<file path="config.mk">
export PLATFORM = sky130hd
export DESIGN_NAME = s2da_queue
export DESIGN_NICKNAME = d
export VERILOG_FILES = /design/src/rtl/s2da_pkg.sv /design/src/rtl/s2da_queue.sv
export SDC_FILE = /design/constraint.sdc
export NUM_CORES = 1
export LEC_CHECK = 0
export ABC_CLOCK_PERIOD_IN_PS = 3400
export BUFFER_PORTS_ARGS = -buffer_cell sky130_fd_sc_hd__buf_2
export CAP_MARGIN = 20
export CORE_MARGIN = 5
export CORE_UTILIZATION = 52
export DETAILED_ROUTE_END_ITERATION = 7
export GPL_TIMING_DRIVEN = 0
export PLACE_DENSITY_LB_ADDON = 0.12
export SYNTH_ARGS = -nofsm -noshare
export SYNTH_HDL_FRONTEND = slang
export SYNTH_SLANG_ARGS = --single-unit
</file>
<file path="constraint.sdc">
create_clock -name i_clk -period 3.4 [get_ports i_clk]
set_clock_uncertainty 0.1 [all_clocks]
set_input_delay 0.34 -clock i_clk [delete_from_list [all_inputs] [get_ports i_clk]]
set_output_delay 0.34 -clock i_clk [all_outputs]
set_load 0.01 [all_outputs]
</file>
<file path="src/rtl/s2da_pkg.sv">
// ----------------------------------------------------------------------------
// s2da_pkg: shared types and constants
// Widths, character codes, register indexes and the job record that the
// front end hands to the character emitter.
// ----------------------------------------------------------------------------
`default_nettype none

package s2da_pkg;

    // Input value width and the largest buffer size that is honored.
    localparam int VALUE_BITS = 32;
    localparam int MAX_BUFFER = 64;

    // Decimal digits needed for a magnitude of up to 2^(VALUE_BITS-1).
    localparam int MAX_DIGITS = 10;
    localparam int NDIG_BITS  = $clog2(MAX_DIGITS + 1);

    // Field widths of the channels.
    localparam int CHAR_BITS  = 7;
    localparam int LEN_BITS   = 6;
    localparam int BUF_BITS   = 7;
    localparam int MIND_BITS  = 6;
    localparam int CFG_IDX_W  = 2;
    localparam int CFG_DATA_W = 7;

    // Register indexes of the configuration port.
    localparam logic [CFG_IDX_W-1:0] REG_BUFFER_SIZE = 2'd0;
    localparam logic [CFG_IDX_W-1:0] REG_MIN_DIGITS  = 2'd1;

    // Reset values of the registers.
    localparam logic [BUF_BITS-1:0]  BUFFER_SIZE_RST = 7'd8;
    localparam logic [MIND_BITS-1:0] MIN_DIGITS_RST  = 6'd0;

    // Character codes.
    localparam logic [CHAR_BITS-1:0] ASCII_ZERO  = 7'd48;
    localparam logic [CHAR_BITS-1:0] ASCII_MINUS = 7'd45;
    localparam logic [CHAR_BITS-1:0] ASCII_NUL   = 7'd0;

    // Division by ten as multiply by ceil(2^35 / 10) and shift by 35.
    localparam logic [31:0] RECIP_TEN = 32'hCCCC_CCCD;
    localparam int          RECIP_SHIFT = 35;

    // One converted number: sign and digits, least significant first.
    typedef struct packed {
        logic                          neg;
        logic [NDIG_BITS-1:0]          nd;
        logic [MAX_DIGITS-1:0][3:0]    digits;
    } t_job;

endpackage

`default_nettype wire

</file>
<file path="src/rtl/s2da_queue.sv">
// ----------------------------------------------------------------------------
// s2da_queue: two-entry job queue
// Decouples digit extraction from character emission; up to two jobs wait
// here, so one side can stall without at once holding up the other.
// ----------------------------------------------------------------------------
`default_nettype none

module s2da_queue
    import s2da_pkg::*;
(
    input  wire logic i_clk,
    input  wire logic i_rst_n,
    input  wire logic i_push_valid,
    input  t_job      i_push_job,
    output logic      o_push_ready,
    output logic      o_pop_valid,
    output t_job      o_pop_job,
    input  wire logic i_pop_ready
);

    t_job       r_mem [2];
    logic       r_wr_ptr, n_wr_ptr;
    logic       r_rd_ptr, n_rd_ptr;
    logic [1:0] r_count, n_count;
    logic       push, pop;

    assign o_push_ready = (r_count != 2'd2);
    assign o_pop_valid  = (r_count != 2'd0);
    assign o_pop_job    = r_mem[r_rd_ptr];
    assign push         = i_push_valid && o_push_ready;
    assign pop          = o_pop_valid && i_pop_ready;

    // Pointer and fill count update.
    always_comb begin
        n_wr_ptr = push ? ~r_wr_ptr : r_wr_ptr;
        n_rd_ptr = pop ? ~r_rd_ptr : r_rd_ptr;
        n_count  = r_count + {1'b0, push} - {1'b0, pop};
    end

    always_ff @(posedge i_clk) begin
        if (!i_rst_n) begin
            r_wr_ptr <= 1'b0;
            r_rd_ptr <= 1'b0;
            r_count  <= 2'd0;
        end else begin
            r_wr_ptr <= n_wr_ptr;
            r_rd_ptr <= n_rd_ptr;
            r_count  <= n_count;
        end
        if (push) begin
            r_mem[r_wr_ptr] <= i_push_job;
        end
    end

endmodule

`default_nettype wire

</file>
### Word level (Yosys, flattened, before mapping)

Memory sizes are Yosys's and may differ from the RTL's. A register that Yosys moved wholly into a read port is not among the register bits.
Cells that the tools add are included.

* RAM bits: 90
* input bits: 49
* bits in read-only memories: 0
* logic and storage cells: 16
* bits in latches: 0
* register bits after elaboration: 4
* memories kept: 1

* bitwise gates (word level): 2
* multipliers: 0
* magnitude comparators: 0
* divide/modulo/power cells: 0
* equality and inequality tests: 1
* shift operators: 0
* reduce and logical (&&, ||, !) cells: 3
* add/subtract/negate cells: 2
* mux-type cells: 4

Memory list
* r_mem: words 2, bits a word 45, rd ports 1, clocked after Yosys merged registers in 1, wr ports 1, RTL line s2da_queue.sv:21 `t_job r_mem [2];`

Operators with widths (count)
* 2-to-1 mux 1 bit: 4
* adder 2 x 1 -> 2 bit: 1
* logical AND 1 bit: 2
* != test 2 bit, second input constant: 1
* inverter 1 bit: 2
* nonzero test 2 bit: 1
* subtractor 2 x 1 -> 2 bit: 1

### Longest topological paths before layout

* depth in word-level cells: 4
* depth in mapped cells: 8
* mapped depth without buffers: 8

### Least setup slack after synthesis

No wires, ideal clock.

* path kind: register to register
* from: register r_count[0]
* to: memory r_mem[0][0] (netlist bit) (enable)
* buffers on the path: 0
* setup slack: 304 ps
* clock period less this slack: 3096 ps
* data arrival time: 2548 ps
* stages on the path, launching flop included: 4
* cell sequence: dfxtp_1 -> nand2b_1 -> nand2_1 -> nor2_1

* word-level cells in the longest chain between the ends: 4

RTL lines
* start, declared: RTL line s2da_queue.sv:24 `logic [1:0] r_count, n_count;`
* start signal, assigned: RTL line s2da_queue.sv:48 `r_count <= n_count;`
* != test 2 bit: RTL line s2da_queue.sv:27 `assign o_push_ready = (r_count != 2'd2);`
* named net o_push_ready: RTL line s2da_queue.sv:15 `output logic o_push_ready,`
* logical AND 1 bit: RTL line s2da_queue.sv:30 `assign push = i_push_valid && o_push_ready;`
* 2-to-1 mux 1 bit: RTL line s2da_queue.sv:50 `if (push) begin`
* 2-to-1 mux 1 bit (implied by the code): RTL line s2da_queue.sv:51 `r_mem[r_wr_ptr] <= i_push_job;`
* end, declared: RTL line s2da_queue.sv:21

The timed path passes the listed nets, and every way through them passes these cells.

==> impl_metrics.toml <==
[power_and_ir_drop]
combPwrFrac_pct = 30.7
p_sw_share_pct = 27.04
ir_drop_uv = 523.5
p_leak_nw = 1.763
cellPowerDensity_nw_per_um2 = 682.9
pwr-share-seq_pct = 49.3
p_int_mw = 2.242
clkPwrFrac_pct = 20.0
p_sw_mw = 0.8312

[critical_path]
crit_arrival_ns = 1.46
reg2reg_slack_ns = 1.54
reg2reg_depth = 4
criticalPathCategory = "reg -> out"
critPathMaxStageDelay_ns = 0.33
r2r_start = "r_count[0]"
worstPathCellList = "buf_6 > buf_12 > mux2_4 > buf_2"
crit_path_start_kind = "flip-flop"
setup.worst_path.end_class = "output pin"
worstPathMaxFanout = 10
worst_r2r_endpoint = "r_mem[0][25]"
cp_slowest_cell = "dfxtp_1"
critical_path_required_ns = 2.96

[timing]
hold_viol = 0
setup_viol = 0
fin_crit_ns = 1.898
rsz0062_at_grt = "no"
max_clock_freq_mhz = 526.8
post-route-period-util_pct = 55.83
final-max-slew-violation-count = 0
tightest_slew_ns = 0.5962
slew_headroom_pct = 60.25
setup_tns_ns = 0

[synth]
netlist_instances = 164
synth.distinct_cells = 18
synth_common_cells = "edfxtp_1 (90), mux2_4 (40), dfxtp_1 (5), mux2_2 (5), buf_12 (4)"
async_flop_share_pct = 0
avgSynthCellArea_sq_um = 22.47
syn_area_sq_um = 3685
synth_seq_area_share_pct = 76.06
synth_most_common_cell = "edfxtp_1"
yosys.area.top_type = "edfxtp_1"
synth_top_cell_area_share_pct = 73.34
ys_ff_latch = 95
yosysWarnings = 0
synth-edff-count = 90
ys_top_cells_by_area = "edfxtp_1 (73%), mux2_4 (16%), dfxtp_1 (2.7%), buf_12 (2.2%), mux2_2 (1.5%)"
syn_nets = 215
synth_ff_type = "edfxtp_1"

[layout]
fin_util_pct = 65.88
syn2layout_area_growth_pct = 22.14
final_cells = 373
nets = 323
n_antenna_cell = 0
final_area_sq_um = 4501
drive_above_1_share_pct = 59.21

[floorplanning]
start_util_pct = 53.94
die_area_sq_um = 8870
core-area_sq_um = 6832
num_io_pins = 96
die_y_microns = 94.18
rows = 30
die_x_microns = 94.18

[clock_tree]
cts_tree = "done"
cts_hold_buf = 0
numCtsBuffers = 9
clk_pin_slew_ns = 0.09
h-tree-depth = 3
clock_latency_ns = 0.34
root_buffer = "clkbuf_8"
post_cts_resized = 0
postCtsSetupBuffers = 0
cts_max_path_buffers = 2
cts.sinks = 95

[global_routing]
antenna_found_initial = 0
grt-busiest-layer = "met2"
met1_usage_pct = 15.90
grt_pass1_vias = 1897
grt_max_degree = 29
overflow = 0
track_usage_pct = 13.63
grt_util_met3_pct = 3.285
grt_pass1_wl_mm = 8.983
grt_util_met2_pct = 23.52

[placed_design]
port_buffers = 95
dp.cells = 357
postPlaceCellArea_sq_um = 4337
dp_hpwl_mm = 3.924
gp_congestion = 0.6860

[job]
max-cap-violations = 0

[detailed_routing]
drc = 0
dr_total_vias = 1762
totalWireLength_mm = 5.681
drt_iter0_markers = 45
detail_route.wl_per_cell_microns = 15.23
via_per_inst = 4.724
ant_nets = 0
first_pass_iters = 4

[min_path]
hp-start = "i_push_job[8]"
hold_end = "r_mem[0][8]"
holdPathStages = 1
min_path_type = "in -> reg"

[run_status]
status = "finished, final reports clean"
==> placed cells by master, fill, tap and decap left out <==
master / count
buf_6: 1
xnor2_1: 3
nand2b_1: 2
clkinv_1: 2
or2_2: 1
ha_1: 2
o21a_1: 1
inv_1: 1
dfxtp_1: 5
and3_2: 1
buf_12: 5
nand2_1: 2
mux2i_1: 1
and2_1: 2
nor2b_1: 2
mux2_2: 5
clkbuf_8: 9
nor2_4: 1
mux2_4: 40
clkinv_2: 2
clkinvlp_4: 3
edfxtp_1: 90
buf_16: 1
buf_2: 95
==> metal layers <==
metal | up-vias | share of wire, %
met1 | 850 | 41
met5 | - | 0
met2 | 53 | 52
met3 | 7 | 5.4
met4 | 0 | 1.6
li1 | 852 | -
==> power groups by stage <==
stage | logic (mW) | registers [mW] | clock network (mW)
after floorplan | 0.663 | 1.54 | 0
after global placement | 0.935 | 1.55 | 0
after detailed placement | 0.966 | 1.54 | 0
after CTS | 0.969 | 1.52 | 0.638
after global routing | 1.02 | 1.53 | 0.687
final | 0.944 | 1.51 | 0.616
==> logic make-up after synthesis <==
| logic type | after synthesis | synth area share, % |
|---|---|---|
| adder cells (fa/ha/maj) | 2 | 0.6790 |
| multiplexers | 46 | 18.10 |
| AO/OA/AOI/OAI | 1 | 0.2038 |
| buffers and inverters | 6 | 2.581 |
| flip-flops | 95 | 76.06 |
| AND/OR/NAND/NOR | 11 | 1.664 |
| XOR/XNOR | 3 | 0.7132 |
==> metrics by stage <==
step / total power [mW] / hold WS (ns) / setup slack [ns]
floorplan: 2.200 / 0.3389 / 0.3042
global placement: 2.484 / 0.3672 / -0.7988
detailed placement: 2.509 / 0.4236 / 1.528
CTS: 3.123 / 0.05915 / 1.465
global route: 3.241 / 0.05783 / 1.401
finish: 3.074 / 0.08368 / 1.502
==> worst max-delay path: cells and delay by family, from the launching register on <==
family | cells | cell delay, ns
buffers and inverters | 3 | 0.48
DFF | 1 | 0.33
muxes | 1 | 0.31
==> state kept, by name, indices dropped and copies added (netlist names), named ones only <==
register	count
r_rd_ptr	1
r_wr_ptr	1
r_mem	90
r_count	2
==> how the worst max path moves through the flow <==
stage | start | cells after the start | slack [ns] | end
6_report | flip-flop | 4 | 1.50 | o_pop_job[16]
5_1_grt | r_count[0] | 4 | 1.40 | r_mem[0][19]
4_1_cts | flip-flop | 4 | 1.46 | o_pop_job[16]
3_5_place_dp | r_count[0] | 4 | 1.53 | r_mem[0][14]
3_3_place_gp | r_count[0] | 3 | -0.80 | r_mem[0][19]
2_1_floorplan | r_count[0] | 3 | 0.30 | r_mem[0][0]
==> final cells by class <==
class | instances | area [sq um]
Sequential cell | 95 | 2803
Buffer | 5 | 91.34
Multi-Input combinational cell | 63 | 795.8
Fill cell | 521 | 2331
Timing Repair Buffer | 97 | 523.0
Clock inverter | 7 | 40.04
Tap cell | 96 | 120.1
Inverter | 1 | 3.754
Clock buffer | 9 | 123.9
No activity file was read; power rests on OpenSTA's default activity.
