[config.mk]
export PLATFORM = sky130hd
export DESIGN_NAME = s2da_back
export DESIGN_NICKNAME = d
export VERILOG_FILES = /design/src/rtl/s2da_pkg.sv /design/src/rtl/s2da_back.sv
export SDC_FILE = /design/constraint.sdc
export NUM_CORES = 1
export LEC_CHECK = 0
export BUFFER_PORTS_ARGS = -buffer_cell sky130_fd_sc_hd__buf_2
export CELL_PAD_IN_SITES_DETAIL_PLACEMENT = 1
export CELL_PAD_IN_SITES_GLOBAL_PLACEMENT = 1
export CORE_ASPECT_RATIO = 0.8
export CORE_UTILIZATION = 39
export CTS_CLUSTER_SIZE = 8
export DETAILED_ROUTE_END_ITERATION = 8
export PLACE_DENSITY = 0.74
export SKIP_CTS_REPAIR_TIMING = 1
export SLEW_MARGIN = 5
export SYNTH_ARGS = -nofsm -noshare
export SYNTH_HDL_FRONTEND = slang
export SYNTH_SLANG_ARGS = --single-unit
[constraint.sdc]
create_clock -name i_clk -period 5.66 [get_ports i_clk]
set_clock_uncertainty 0.2 [all_clocks]
set_input_delay 1.132 -clock i_clk [delete_from_list [all_inputs] [get_ports i_clk]]
set_output_delay 1.132 -clock i_clk [all_outputs]
set_load 0.05 [all_outputs]
[src/rtl/s2da_pkg.sv]
// ----------------------------------------------------------------------------
// s2da_pkg: shared types and constants
// Widths, character codes, register indexes and the job record that the
// front end hands to the character emitter.
// ----------------------------------------------------------------------------
`default_nettype none

package s2da_pkg;

    // Input value width and the largest buffer size that is honored.
    localparam int VALUE_BITS = 32;
    localparam int MAX_BUFFER = 64;

    // Decimal digits needed for a magnitude of up to 2^(VALUE_BITS-1).
    localparam int MAX_DIGITS = 10;
    localparam int NDIG_BITS  = $clog2(MAX_DIGITS + 1);

    // Field widths of the channels.
    localparam int CHAR_BITS  = 7;
    localparam int LEN_BITS   = 6;
    localparam int BUF_BITS   = 7;
    localparam int MIND_BITS  = 6;
    localparam int CFG_IDX_W  = 2;
    localparam int CFG_DATA_W = 7;

    // Register indexes of the configuration port.
    localparam logic [CFG_IDX_W-1:0] REG_BUFFER_SIZE = 2'd0;
    localparam logic [CFG_IDX_W-1:0] REG_MIN_DIGITS  = 2'd1;

    // Reset values of the registers.
    localparam logic [BUF_BITS-1:0]  BUFFER_SIZE_RST = 7'd8;
    localparam logic [MIND_BITS-1:0] MIN_DIGITS_RST  = 6'd0;

    // Character codes.
    localparam logic [CHAR_BITS-1:0] ASCII_ZERO  = 7'd48;
    localparam logic [CHAR_BITS-1:0] ASCII_MINUS = 7'd45;
    localparam logic [CHAR_BITS-1:0] ASCII_NUL   = 7'd0;

    // Division by ten as multiply by ceil(2^35 / 10) and shift by 35.
    localparam logic [31:0] RECIP_TEN = 32'hCCCC_CCCD;
    localparam int          RECIP_SHIFT = 35;

    // One converted number: sign and digits, least significant first.
    typedef struct packed {
        logic                          neg;
        logic [NDIG_BITS-1:0]          nd;
        logic [MAX_DIGITS-1:0][3:0]    digits;
    } t_job;

endpackage

`default_nettype wire

[src/rtl/s2da_back.sv]
// ----------------------------------------------------------------------------
// s2da_back: length check and character emission
// Pops a job, checks the padded length plus one against the buffer size
// and sends the characters one beat at a time through an output register.
// ----------------------------------------------------------------------------
`default_nettype none

module s2da_back
    import s2da_pkg::*;
(
    input  wire logic                 i_clk,
    input  wire logic                 i_rst_n,
    input  wire logic [BUF_BITS-1:0]  i_cap,
    input  wire logic [MIND_BITS-1:0] i_min_digits,
    input  wire logic                 i_job_valid,
    input  t_job                      i_job,
    output logic                      o_job_ready,
    output logic                      o_valid,
    output logic [CHAR_BITS-1:0]      o_char,
    output logic                      o_last,
    output logic                      o_failed,
    output logic [LEN_BITS-1:0]       o_length,
    input  wire logic                 i_ready
);

    localparam logic ST_IDLE = 1'b0;
    localparam logic ST_EMIT = 1'b1;

    logic                 r_state, n_state;
    t_job                 r_job, n_job;
    logic [LEN_BITS:0]    r_len, n_len;
    logic [LEN_BITS-1:0]  r_width, n_width;
    logic                 r_fail, n_fail;
    logic [LEN_BITS-1:0]  r_pos, n_pos;

    logic                 r_ovalid, n_ovalid;
    logic [CHAR_BITS-1:0] r_ochar, n_ochar;
    logic                 r_olast, n_olast;
    logic                 r_ofail, n_ofail;
    logic [LEN_BITS-1:0]  r_olen, n_olen;

    logic [LEN_BITS-1:0]  job_width;
    logic [LEN_BITS-1:0]  pos_in_num;
    logic [LEN_BITS-1:0]  pad;
    logic [LEN_BITS-1:0]  dig_idx;
    logic [CHAR_BITS-1:0] cur_char;
    logic                 cur_last;
    logic                 slot_free;

    // Digit count after padding for the job at the queue head.
    assign job_width = (LEN_BITS'(i_job.nd) > i_min_digits) ?
                       LEN_BITS'(i_job.nd) : i_min_digits;

    // Character at the current position: sign, padding zero or digit.
    always_comb begin
        pos_in_num = r_pos - LEN_BITS'(r_job.neg);
        pad        = r_width - LEN_BITS'(r_job.nd);
        dig_idx    = r_width - 1'b1 - pos_in_num;
        if (r_job.neg && (r_pos == '0)) begin
            cur_char = ASCII_MINUS;
        end else if (pos_in_num < pad) begin
            cur_char = ASCII_ZERO;
        end else begin
            cur_char = ASCII_ZERO + CHAR_BITS'(r_job.digits[dig_idx[NDIG_BITS-1:0]]);
        end
        cur_last = ((LEN_BITS + 1)'(r_pos) + 1'b1 == r_len);
    end

    assign slot_free   = !r_ovalid || i_ready;
    assign o_job_ready = (r_state == ST_IDLE);

    assign o_valid  = r_ovalid;
    assign o_char   = r_ochar;
    assign o_last   = r_olast;
    assign o_failed = r_ofail;
    assign o_length = r_olen;

    // Job setup and per-beat emission.
    always_comb begin
        n_state  = r_state;
        n_job    = r_job;
        n_len    = r_len;
        n_width  = r_width;
        n_fail   = r_fail;
        n_pos    = r_pos;
        n_ovalid = r_ovalid;
        n_ochar  = r_ochar;
        n_olast  = r_olast;
        n_ofail  = r_ofail;
        n_olen   = r_olen;
        if (r_ovalid && i_ready) begin
            n_ovalid = 1'b0;
        end
        case (r_state)
            ST_IDLE: begin
                if (i_job_valid) begin
                    n_job   = i_job;
                    n_width = job_width;
                    n_len   = (LEN_BITS + 1)'(job_width) + (LEN_BITS + 1)'(i_job.neg);
                    n_fail  = ((LEN_BITS + 2)'(n_len) + 1'b1) > (LEN_BITS + 2)'(i_cap);
                    n_pos   = '0;
                    n_state = ST_EMIT;
                end
            end
            ST_EMIT: begin
                if (slot_free) begin
                    n_ovalid = 1'b1;
                    if (r_fail) begin
                        n_ochar = ASCII_NUL;
                        n_olast = 1'b1;
                        n_ofail = 1'b1;
                        n_olen  = '0;
                        n_state = ST_IDLE;
                    end else begin
                        n_ochar = cur_char;
                        n_olast = cur_last;
                        n_ofail = 1'b0;
                        n_olen  = r_len[LEN_BITS-1:0];
                        n_pos   = r_pos + 1'b1;
                        if (cur_last) begin
                            n_state = ST_IDLE;
                        end
                    end
                end
            end
            default: begin
                n_state = ST_IDLE;
            end
        endcase
    end

    always_ff @(posedge i_clk) begin
        if (!i_rst_n) begin
            r_state  <= ST_IDLE;
            r_ovalid <= 1'b0;
        end else begin
            r_state  <= n_state;
            r_ovalid <= n_ovalid;
        end
        r_job   <= n_job;
        r_len   <= n_len;
        r_width <= n_width;
        r_fail  <= n_fail;
        r_pos   <= n_pos;
        r_ochar <= n_ochar;
        r_olast <= n_olast;
        r_ofail <= n_ofail;
        r_olen  <= n_olen;
    end

endmodule

`default_nettype wire
Word-level counts from Yosys, hierarchy flattened
Index checks and enable logic that the tools add are counted.

Output and inout port bits: 17. Word-level logic and storage cells: 70. Bits in registers: 82. Bits of input ports: 62.

Equal/unequal tests: 4. Add/sub/neg operators: 9. Bitwise logic cells: 1. $lt $le $gt $ge: 4. Reductions and logical operators: 10. Muxes and demuxes: 18.

Operator list (count): $mux W6 (6); $bmux W4 S4 (1); $pmux W6 S2 (1); $add A7 B1 Y8 const B (1); $gt A8 B7 Y1 (1); $mux W1 (8); $add A6 B1 Y7 (1); $add A6 B1 Y7 const B (1); $add A6 B4 Y7 const A (1); $eq A7 B7 Y1 (1); $add A6 B1 Y6 const B (1); $gt A4 B6 Y1 (1); $logic_not A6 Y1 (1); $lt A6 B6 Y1 (1); $sub A6 B1 Y6 (1); $sub A6 B4 Y6 (1); $lt A4 B5 Y1 const B (1); $mux W4 (1); $ne A2 B2 Y1 const B (2); $reduce_and A2 Y1 (2); $sub A4 B1 Y4 const B (1); $sub A4 B4 Y4 (1); $reduce_and A3 Y1 (1); $reduce_or A3 Y1 (1); other kinds (7) (8).

Longest topological paths before layout
Gate-level depths: netlist (run 1).

Depth in word-level cells: 7. Gate-level depth with buffers: 18. Mapped depth without buffers: 18.

Least setup slack after synthesis (run 1)
OpenSTA, ideal clock, no wires.

Path kind: input-to-reg. Start point: in i_min_digits[3]. End point: reg r_fail, data pin. Path slack: 0.604 ns. Arrival: 4.599 ns. Library setup time: 0.256 ns. Required time: 5.204 ns. Stages: 18. Path through: inv_1 -> ha_1 -> o21ai_1 -> a32o_2 -> nor3_4 -> mux2_2 -> ha_1 -> buf_4 -> xor2_1 -> ha_1 -> ha_1 -> nor2b_1 -> o21a_1 -> o21a_1 -> o21a_1 -> o21a_1 -> o21a_1 -> o22a_1.

Cells in the longest elaborated chain, start to end: 5.

Ends and longest elaborated chain: start: declaration (line s2da_back.sv:14) `input wire logic [MIND_BITS-1:0] i_min_digits,`; $gt A4 B6 Y1 (line s2da_back.sv:51) `assign job_width = (LEN_BITS'(i_job.nd) > i_min_digits) ?`; $mux W6 (line s2da_back.sv:51); named net job_width[0] (line s2da_back.sv:42) `logic [LEN_BITS-1:0] job_width;`; $add A6 B1 Y7 (line s2da_back.sv:99) `n_len = (LEN_BITS + 1)'(job_width) + (LEN_BITS + 1)'(i_job.neg);`; $add A7 B1 Y8 (line s2da_back.sv:100) `n_fail = ((LEN_BITS + 2)'(n_len) + 1'b1) > (LEN_BITS + 2)'(i_cap);`; $gt A8 B7 Y1 (line s2da_back.sv:100); end signal: assignment (line s2da_back.sv:143) `r_fail <= n_fail;`; end: declaration (line s2da_back.sv:33) `logic r_fail, n_fail;`.

The timed path passes the listed nets, and every way through them passes these cells. A chain may end at the register's enable or synchronous reset.

Worst setup path after layout (run 1)
Start point: in i_min_digits[1]. End point: reg r_fail, data pin.

Same word-level chain as after synthesis.

==> report_table.html, run 1 <==
<table>
<tr><th>Metric</th><th>Value</th></tr>
<tr><th colspan="2">Status</th></tr>
<tr><td>Result of the run</td><td>finished clean</td></tr>
<tr><th colspan="2">Critical path</th></tr>
<tr><td>Reg2Reg Launch Point</td><td>r_pos[0]</td></tr>
<tr><td>Startpoint type of the worst setup path</td><td>input pin</td></tr>
<tr><td>Nature of the critical path endpoint</td><td>flop</td></tr>
<tr><td>Cell depth of the worst flop-to-flop path</td><td>12</td></tr>
<tr><td>R2R Setup Slk</td><td>1.98 ns</td></tr>
<tr><td>Capture point of the critical path</td><td>r_fail</td></tr>
<tr><td>Critical path startpoint</td><td>i_min_digits[1]</td></tr>
<tr><td>Maximum net fanout on the critical path</td><td>8</td></tr>
<tr><td>Crit path DAT</td><td>4.83 ns</td></tr>
<tr><td>Worst R2R End</td><td>o_char[0]</td></tr>
<tr><td>Worst setup path category</td><td>input pin to flop</td></tr>
<tr><td>Data required, critical path</td><td>5.56 ns</td></tr>
<tr><th colspan="2">Power</th></tr>
<tr><td>Sequential fraction of design power</td><td>43.7%</td></tr>
<tr><td>Sw Pwr</td><td>0.501 mW</td></tr>
<tr><td>Internal power</td><td>1.21 mW</td></tr>
<tr><td>Clock network power share</td><td>30.0%</td></tr>
<tr><td>Comb power frac</td><td>26.3%</td></tr>
<tr><td>Power Density</td><td>331 nW/um^2</td></tr>
<tr><td>Worst IR Drop VDD</td><td>0.151 mV</td></tr>
<tr><td>Post-route total power</td><td>1.71 mW</td></tr>
<tr><td>Leakage component of the power</td><td>2.11 nW</td></tr>
<tr><td>Sw Ratio</td><td>29.3%</td></tr>
<tr><th colspan="2">Placed design</th></tr>
<tr><td>DP HPWL</td><td>7190 um</td></tr>
<tr><td>Final weighted congestion of routability-driven global placement</td><td>0.847</td></tr>
<tr><td>Input/output buffers</td><td>77</td></tr>
<tr><th colspan="2">Detailed routing</th></tr>
<tr><td>Via count normalized by instance count</td><td>5.09</td></tr>
<tr><td>DRT met1 WL</td><td>4400 um</td></tr>
<tr><td>Pre-Repair DR Iteration Count</td><td>4</td></tr>
<tr><td>Violation count after the first detailed-routing iteration</td><td>128</td></tr>
<tr><td>Metal3 WL</td><td>390 um</td></tr>
<tr><td>ANT nets after route</td><td>0</td></tr>
<tr><td>Routed WL per cell</td><td>16.9 um</td></tr>
<tr><td>Uppermost layer routed</td><td>met4</td></tr>
<tr><td>Post-detailed-route DRC marker count</td><td>0</td></tr>
<tr><td>Routed vias</td><td>2,839</td></tr>
<tr><td>Routed wire length on met2</td><td>4520 um</td></tr>
<tr><td>WL final</td><td>9420 um</td></tr>
<tr><th colspan="2">Timing</th></tr>
<tr><td>Period Utilization, post-route</td><td>87.2%</td></tr>
<tr><td>Sum of negative setup slack</td><td>0 ns</td></tr>
<tr><td>Endpoints failing hold</td><td>0</td></tr>
<tr><td>Normalized max-slew margin</td><td>48.2%</td></tr>
<tr><td>Highest clock frequency the design can meet</td><td>203 MHz</td></tr>
<tr><td>Transition at the pin with the smallest max-transition slack</td><td>0.777 ns</td></tr>
<tr><td>RSZ-0062 raised after global routing</td><td>no</td></tr>
<tr><td>Tmin final</td><td>4.94 ns</td></tr>
<tr><td>Final count of pins violating max slew</td><td>0</td></tr>
<tr><td>Number of endpoints failing setup at the final stage</td><td>0</td></tr>
<tr><th colspan="2">Clock tree</th></tr>
<tr><td>TritonCTS Buffers</td><td>9</td></tr>
<tr><td>CTS sink cnt</td><td>81</td></tr>
<tr><td>Clock Latency Late Sink</td><td>0.34 ns</td></tr>
<tr><td>Clock-pin slew reported for the worst setup and hold paths after clock tree synthesis</td><td>0.07 ns</td></tr>
<tr><td>H-tree lvl count</td><td>3</td></tr>
<tr><td>CTS tree</td><td>built</td></tr>
<tr><td>Clock root buffer</td><td>sky130_fd_sc_hd__clkbuf_16</td></tr>
<tr><td>Number of buffers on the longest clock path</td><td>2</td></tr>
<tr><th colspan="2">Min path</th></tr>
<tr><td>Start point of the worst hold path</td><td>o_valid</td></tr>
<tr><td>Worst Hold Path Cells</td><td>2</td></tr>
<tr><td>Hold Crit Class</td><td>flop to flop</td></tr>
<tr><th colspan="2">Synthesis</th></tr>
<tr><td>Unique cell type count in the Yosys netlist</td><td>52</td></tr>
<tr><td>Dominant register cell in the synthesized netlist</td><td>sky130_fd_sc_hd__edfxtp_1</td></tr>
<tr><td>Synth Area per Inst</td><td>13.3 sq um</td></tr>
<tr><td>Post-synth EDFFs</td><td>79</td></tr>
<tr><td>Synth warnings</td><td>0</td></tr>
<tr><td>Flop and latch count out of synthesis</td><td>81</td></tr>
<tr><td>Adder-cell share of the synthesized area</td><td>9.52%</td></tr>
<tr><td>Async set or reset register ratio after synthesis</td><td>0%</td></tr>
<tr><td>Area share of xor/xnor cells in the synthesized design</td><td>6.22%</td></tr>
<tr><td>Sequential cell area fraction in the yosys report</td><td>55.3%</td></tr>
<tr><td>Number of cells produced by synthesis</td><td>327</td></tr>
<tr><td>Total nets after synthesis</td><td>421</td></tr>
<tr><td>Largest family of logic cells by synthesized area</td><td>simple AND/OR/NAND/NOR gates</td></tr>
<tr><td>Simple-gate share of the synthesized area</td><td>9.66%</td></tr>
<tr><td>Compound-gate portion of the synthesized area</td><td>7.89%</td></tr>
<tr><td>Share of synthesized area spent on multiplexers</td><td>7.66%</td></tr>
<tr><td>Mapped Area</td><td>4360 sq um</td></tr>
<tr><th colspan="2">Finish</th></tr>
<tr><td>Most common library cell in the layout ignoring fill and taps</td><td>sky130_fd_sc_hd__edfxtp_1</td></tr>
<tr><td>Layout cells sized above 1</td><td>27.8%</td></tr>
<tr><td>Area of the multi-input gates</td><td>1800 sq um</td></tr>
<tr><td>Area growth, synth to finish</td><td>18.5%</td></tr>
<tr><td>Final net count</td><td>503</td></tr>
<tr><td>Area taken by flip-flops and latches</td><td>2410 sq um</td></tr>
<tr><td>Layout filler cell count</td><td>1,193</td></tr>
<tr><td>Top library cells by usage in the layout, fill and taps aside</td><td>sky130_fd_sc_hd__edfxtp_1, sky130_fd_sc_hd__buf_2, sky130_fd_sc_hd__ha_1</td></tr>
<tr><td>N_diodes</td><td>0</td></tr>
<tr><th colspan="2">Run</th></tr>
<tr><td>Number of max-cap violations</td><td>0</td></tr>
<tr><th colspan="2">GRT</th></tr>
<tr><td>Overall track demand over capacity in global routing</td><td>17.6%</td></tr>
<tr><td>Overflow left after global routing</td><td>0</td></tr>
<tr><td>Via count of the first global-routing pass</td><td>3,084</td></tr>
<tr><td>Antenna violations before repair</td><td>0</td></tr>
<tr><td>Pin count of the biggest net entering global routing</td><td>60</td></tr>
<tr><td>Global-route wire length before repair</td><td>15,500 um</td></tr>
<tr><th colspan="2">Floorplanning</th></tr>
<tr><td>Cell row count</td><td>34</td></tr>
<tr><td>Height of the die</td><td>96.6 um</td></tr>
<tr><td>Number of I/O pins</td><td>79</td></tr>
<tr><td>Core area</td><td>10,900 sq um</td></tr>
<tr><td>Die boundary width</td><td>120 um</td></tr>
<tr><td>Area of the die</td><td>11,600 sq um</td></tr>
<tr><td>Starting Density</td><td>40.1%</td></tr>
</table>
flip-flops by register name (all words and copies together), names as in the netlist, 6 cells and up:
name and cells:
r_job 45, r_len 7, o_char 6, o_length 6, r_pos 6, r_width 6
worst min-delay path by stage:
stage / endpoint / slack [ns]
after CTS: o_valid / 0.31
after global placement: o_valid / 0.30
after floorplan: o_failed / 0.27
after detailed placement: o_valid / 0.30
final: o_valid / 0.31
after global routing: o_valid / 0.34
critical path, cell delays in order:
cell and delay [ns]:
sky130_fd_sc_hd__buf_2 0.15, sky130_fd_sc_hd__inv_1 0.06, sky130_fd_sc_hd__ha_1 0.32, sky130_fd_sc_hd__nand2b_1 0.11
sky130_fd_sc_hd__a32o_2 0.29, sky130_fd_sc_hd__nor3_4 0.13, sky130_fd_sc_hd__mux2_2 0.38, sky130_fd_sc_hd__ha_1 0.29
sky130_fd_sc_hd__xor2_1 0.21, sky130_fd_sc_hd__ha_1 0.33, sky130_fd_sc_hd__ha_1 0.30, sky130_fd_sc_hd__nor2b_1 0.14
sky130_fd_sc_hd__o21a_1 0.16, sky130_fd_sc_hd__o21a_1 0.16, sky130_fd_sc_hd__o21a_1 0.16, sky130_fd_sc_hd__o21a_1 0.17
sky130_fd_sc_hd__o21a_1 0.16, sky130_fd_sc_hd__o22a_1 0.16
cell usage after synthesis (4+ instances only):
library cell	count	area share (%)
sky130_fd_sc_hd__a21o_1	7	1.2
sky130_fd_sc_hd__edfxtp_1	79	54
sky130_fd_sc_hd__a21oi_1	11	1.3
sky130_fd_sc_hd__nor2_1	14	1.2
sky130_fd_sc_hd__nand2_1	7	0.60
sky130_fd_sc_hd__mux4_2	8	4.1
sky130_fd_sc_hd__xor2_1	16	3.2
sky130_fd_sc_hd__xnor2_1	15	3.0
sky130_fd_sc_hd__nand3_1	17	2.0
sky130_fd_sc_hd__o21ai_0	6	0.69
sky130_fd_sc_hd__nor2b_1	10	1.4
sky130_fd_sc_hd__ha_1	30	8.6
sky130_fd_sc_hd__inv_1	29	2.5
sky130_fd_sc_hd__o21a_1	5	0.86
sky130_fd_sc_hd__clkbuf_1	4	0.34
sky130_fd_sc_hd__mux2i_1	6	1.4
sky130_fd_sc_hd__mux2_2	7	1.8
power groups by stage:
stage	Clock, mW	Sequential (mW)	Combinational (mW)
2_1_floorplan	0	0.780	0.301
3_5_place_dp	0	0.760	0.453
4_1_cts	0.526	0.748	0.458
5_1_grt	0.547	0.752	0.501
3_3_place_gp	0	0.756	0.439
6_report	0.513	0.747	0.451
cells by family after synthesis:
logic type | count (synthesis)
DFF | 81
buffers and inverters | 38
AOI/OAI and AO/OA | 48
xor gates and xnor gates | 31
adders and majority gates | 32
and+or+nand+nor | 74
other | 1
muxes | 22
per-stage QoR:
stage                     setup slack [ns]  area [sq um]  utilization (%)  cells  hold slack [ns]
after global routing                 0.463          5170             47.5    558            0.342
after global placement               0.516          4910             45.1    542            0.298
final                                0.723          5170             47.5    558            0.309
after detailed placement             0.363          4910             45.1    542            0.303
after floorplan                      0.604          4360                -    327            0.274
after CTS                            0.717          5170             47.5    558            0.313
layout make-up:
cell class,instances,area share (%)
clock buffers,10,4.43
well taps,144,3.48
repair buffers,80,7.89
inverters,29,2.11
clock inverters,6,0.677
multi-input cells,208,34.8
flip-flops and latches,81,46.6
routing by layer:
| layer | vias up | track usage, % |
|---|---|---|
| met5 | - | 0 |
| met4 | 0 | 5.32 |
| met3 | 9 | 4.66 |
| met2 | 66 | 28.8 |
| met1 | 1390 | 22.7 |
| li1 | 1374 | - |
No activity file was read; power rests on OpenSTA's default activity.
==> run 2, diff against run 1 <==
==> constraint.sdc (replaced) <==
create_clock -name i_clk -period 5.66 [get_ports i_clk]
set_clock_uncertainty 0.2 [all_clocks]
set_input_delay 0.283 -clock i_clk [delete_from_list [all_inputs] [get_ports i_clk]]
set_output_delay 0.283 -clock i_clk [all_outputs]
set_load 0.05 [all_outputs]
==> run 2 against run 1 <==
Against the previous run: the flow now finishes with violations (negative hold slack); global-route usage decreased by 0.40 points; largest power group unchanged; first-iteration DRC count rose by 2.3%; cell count rose by 7.2%; die area stayed put; cell area grew 8.7%; sequential share of layout area fell by 3.7 points; setup slack gained 0.25 ns; core utilization is 4.1 points higher; count of clock-buffer cells in the layout is 1 higher; hold slack got worse by 0.31 ns; via count is 6.1% higher; critical endpoint unchanged; critical path depth up 1.
==> report_table.html, run 2 (synthesized netlist as in run 1, its figures left out) <==
<table>
<tr><th>Metric</th><th>Value</th></tr>
<tr><th colspan="2">Status</th></tr>
<tr><td>Result of the run</td><td>complete, but fails checks</td></tr>
<tr><td>Failing checks</td><td>negative hold slack</td></tr>
<tr><th colspan="2">Min path</th></tr>
<tr><td>Hold Crit Class</td><td>input pin to flop</td></tr>
<tr><td>Start point of the worst hold path</td><td>i_job[43]</td></tr>
<tr><td>End point of the most critical hold path</td><td>r_job[43]</td></tr>
<tr><td>Worst Hold Path Cells</td><td>1</td></tr>
<tr><th colspan="2">Critical path</th></tr>
<tr><td>Crit path DAT</td><td>4.58 ns</td></tr>
<tr><td>Worst R2R End</td><td>o_char[2]</td></tr>
<tr><td>Worst stage delay on the critical path</td><td>0.51 ns</td></tr>
<tr><td>Reg2Reg Launch Point</td><td>r_pos[0]</td></tr>
<tr><td>Cell with the biggest individual delay on the critical path</td><td>sky130_fd_sc_hd__dlygate4sd3_1</td></tr>
<tr><td>Top delay family on crit path</td><td>compound AO/OA/AOI/OAI gates</td></tr>
<tr><td>Startpoint type of the worst setup path</td><td>input pin</td></tr>
<tr><td>Nature of the critical path endpoint</td><td>flop</td></tr>
<tr><td>Count of buffer and inverter cells on the critical path</td><td>3</td></tr>
<tr><td>Cell depth of the worst flop-to-flop path</td><td>12</td></tr>
<tr><td>Data required, critical path</td><td>5.55 ns</td></tr>
<tr><td>Cells along the critical path</td><td>dlygate4sd3_1 &gt; buf_2 &gt; inv_1 &gt; ha_1 &gt; nand2b_1 &gt; a32o_2 &gt; nor3_4 &gt; mux2_2 &gt; ha_1 &gt; xor2_1 &gt; ha_1 &gt; and2_1 &gt; a41oi_1 &gt; xnor2_1 &gt; ha_1 &gt; o21a_1 &gt; o21a_1 &gt; o21a_1 &gt; o22a_1</td></tr>
<tr><td>Worst setup path category</td><td>input pin to flop</td></tr>
<tr><td>Maximum net fanout on the critical path</td><td>8</td></tr>
<tr><td>R2R Setup Slk</td><td>2.01 ns</td></tr>
<tr><td>Critical path depth</td><td>19</td></tr>
<tr><td>Library cell appearing most often on the critical path</td><td>sky130_fd_sc_hd__ha_1</td></tr>
<tr><th colspan="2">Clock tree</th></tr>
<tr><td>Clock Latency Late Sink</td><td>0.34 ns</td></tr>
<tr><td>Number of buffers on the longest clock path</td><td>2</td></tr>
<tr><td>Clock root buffer</td><td>sky130_fd_sc_hd__clkbuf_16</td></tr>
<tr><td>CTS tree</td><td>built</td></tr>
<tr><td>CTS sink cnt</td><td>81</td></tr>
<tr><td>TritonCTS Buffers</td><td>9</td></tr>
<tr><td>H-tree lvl count</td><td>3</td></tr>
<tr><td>Clock-pin slew reported for the worst setup and hold paths after clock tree synthesis</td><td>0.06 ns</td></tr>
<tr><th colspan="2">Timing</th></tr>
<tr><td>RSZ-0062 raised after global routing</td><td>no</td></tr>
<tr><td>Final count of pins violating max slew</td><td>0</td></tr>
<tr><td>Normalized max-slew margin</td><td>48.4%</td></tr>
<tr><td>Transition at the pin with the smallest max-transition slack</td><td>0.773 ns</td></tr>
<tr><td>Tmin final</td><td>4.69 ns</td></tr>
<tr><td>Number of endpoints failing setup at the final stage</td><td>0</td></tr>
<tr><td>Highest clock frequency the design can meet</td><td>213 MHz</td></tr>
<tr><td>Period Utilization, post-route</td><td>82.9%</td></tr>
<tr><td>Sum of negative setup slack</td><td>0 ns</td></tr>
<tr><td>Endpoints failing hold</td><td>1</td></tr>
<tr><td>Hold Worst Slack</td><td>-0.000340 ns</td></tr>
<tr><th colspan="2">Floorplanning</th></tr>
<tr><td>Number of I/O pins</td><td>79</td></tr>
<tr><td>Height of the die</td><td>96.6 um</td></tr>
<tr><td>Area of the die</td><td>11,600 sq um</td></tr>
<tr><td>Cell row count</td><td>34</td></tr>
<tr><td>Die boundary width</td><td>120 um</td></tr>
<tr><td>Starting Density</td><td>40.1%</td></tr>
<tr><td>Core area</td><td>10,900 sq um</td></tr>
<tr><th colspan="2">Placed design</th></tr>
<tr><td>Final weighted congestion of routability-driven global placement</td><td>0.834</td></tr>
<tr><td>DP HPWL</td><td>7000 um</td></tr>
<tr><td>DP Cell Count</td><td>541</td></tr>
<tr><td>Input/output buffers</td><td>77</td></tr>
<tr><th colspan="2">GRT</th></tr>
<tr><td>Overflow left after global routing</td><td>0</td></tr>
<tr><td>Overall track demand over capacity in global routing</td><td>17.2%</td></tr>
<tr><td>Pin count of the biggest net entering global routing</td><td>61</td></tr>
<tr><td>Antenna violations before repair</td><td>0</td></tr>
<tr><td>Global-route wire length before repair</td><td>15,300 um</td></tr>
<tr><td>Via count of the first global-routing pass</td><td>2,998</td></tr>
<tr><th colspan="2">Run</th></tr>
<tr><td>Number of max-cap violations</td><td>0</td></tr>
<tr><th colspan="2">Finish</th></tr>
<tr><td>N_diodes</td><td>0</td></tr>
<tr><td>Area growth, synth to finish</td><td>28.8%</td></tr>
<tr><td>Number of flip-flops under the largest register name</td><td>45</td></tr>
<tr><td>Top library cells by usage in the layout, fill and taps aside</td><td>sky130_fd_sc_hd__edfxtp_1, sky130_fd_sc_hd__buf_2, sky130_fd_sc_hd__dlygate4sd3_1</td></tr>
<tr><td>Final core area utilization</td><td>51.6%</td></tr>
<tr><td>Finished Layout Cells</td><td>598</td></tr>
<tr><td>Register with the most flip-flops</td><td>r_job</td></tr>
<tr><td>Layout cells sized above 1</td><td>24.9%</td></tr>
<tr><td>Final net count</td><td>544</td></tr>
<tr><td>Leading registers by flop count</td><td>r_job (45), r_len (7)</td></tr>
<tr><td>Most common library cell in the layout ignoring fill and taps</td><td>sky130_fd_sc_hd__edfxtp_1</td></tr>
<tr><th colspan="2">Detailed routing</th></tr>
<tr><td>Routed WL per cell</td><td>17.6 um</td></tr>
<tr><td>Violation count after the first detailed-routing iteration</td><td>131</td></tr>
<tr><td>Post-detailed-route DRC marker count</td><td>0</td></tr>
<tr><td>Pre-Repair DR Iteration Count</td><td>5</td></tr>
<tr><td>WL final</td><td>10,500 um</td></tr>
<tr><td>ANT nets after route</td><td>0</td></tr>
<tr><td>Via count normalized by instance count</td><td>5.04</td></tr>
<tr><td>Routed vias</td><td>3,011</td></tr>
<tr><th colspan="2">Power</th></tr>
<tr><td>Worst IR Drop VDD</td><td>0.169 mV</td></tr>
<tr><td>Leakage component of the power</td><td>2.31 nW</td></tr>
<tr><td>Power Density</td><td>324 nW/um^2</td></tr>
<tr><td>Post-route total power</td><td>1.82 mW</td></tr>
</table>
[run 2: cell count changes in the layout (fill, tap and decap cells not counted)]
cell	before	now
sky130_fd_sc_hd__bufinv_16	0	2
sky130_fd_sc_hd__clkbuf_1	1	2
sky130_fd_sc_hd__dlygate4sd3_1	0	42
sky130_fd_sc_hd__buf_4	3	2
sky130_fd_sc_hd__clkinvlp_4	3	0
sky130_fd_sc_hd__clkinv_1	2	1
[run 2: final cells by class]
class	instances	area (sq um)
tap	144	180
sequential	81	2410
clock inverter	4	68.8
timing repair buffer	121	821
inverter	29	109
multi-input combinational	208	1800
fill	1147	5270
clock buffer	11	233
[run 2: routing by layer]
| layer | global-route usage, % | up-vias | share of wire, % |
|---|---|---|---|
| li1 | - | 1453 | - |
| met1 | 23.2 | 1485 | 45 |
| met2 | 27.5 | 65 | 51 |
| met3 | 3.77 | 8 | 3.6 |
| met4 | 5.41 | 0 | 1.0 |
| met5 | 0 | - | 0 |
[run 2: worst max path at each step]
stage / startpoint / end
2_1_floorplan: i_min_digits[3] / r_fail
3_3_place_gp: i_min_digits[1] / r_fail
3_5_place_dp: i_min_digits[2] / r_fail
4_1_cts: i_min_digits[2] / r_fail
5_1_grt: i_job[40] / r_fail
6_report: i_job[40] / r_fail
[run 2: through the flow]
step | hold slack [ns] | worst slack, ns | area, sq um
detailed placement | 0.261 | 1.01 | 4900
finish | -0.000340 | 0.969 | 5620
floorplan | 0.182 | 1.45 | 4360
global route | 0.00395 | 0.659 | 5620
CTS | -0.0909 | 1.36 | 5200
global placement | 0.259 | 1.15 | 4900
[run 2: power by group]
part	internal (mW)	switching, mW
Combinational	0.217	0.260
Sequential	0.719	0.0291
Clock	0.381	0.214
Total	1.32	0.503
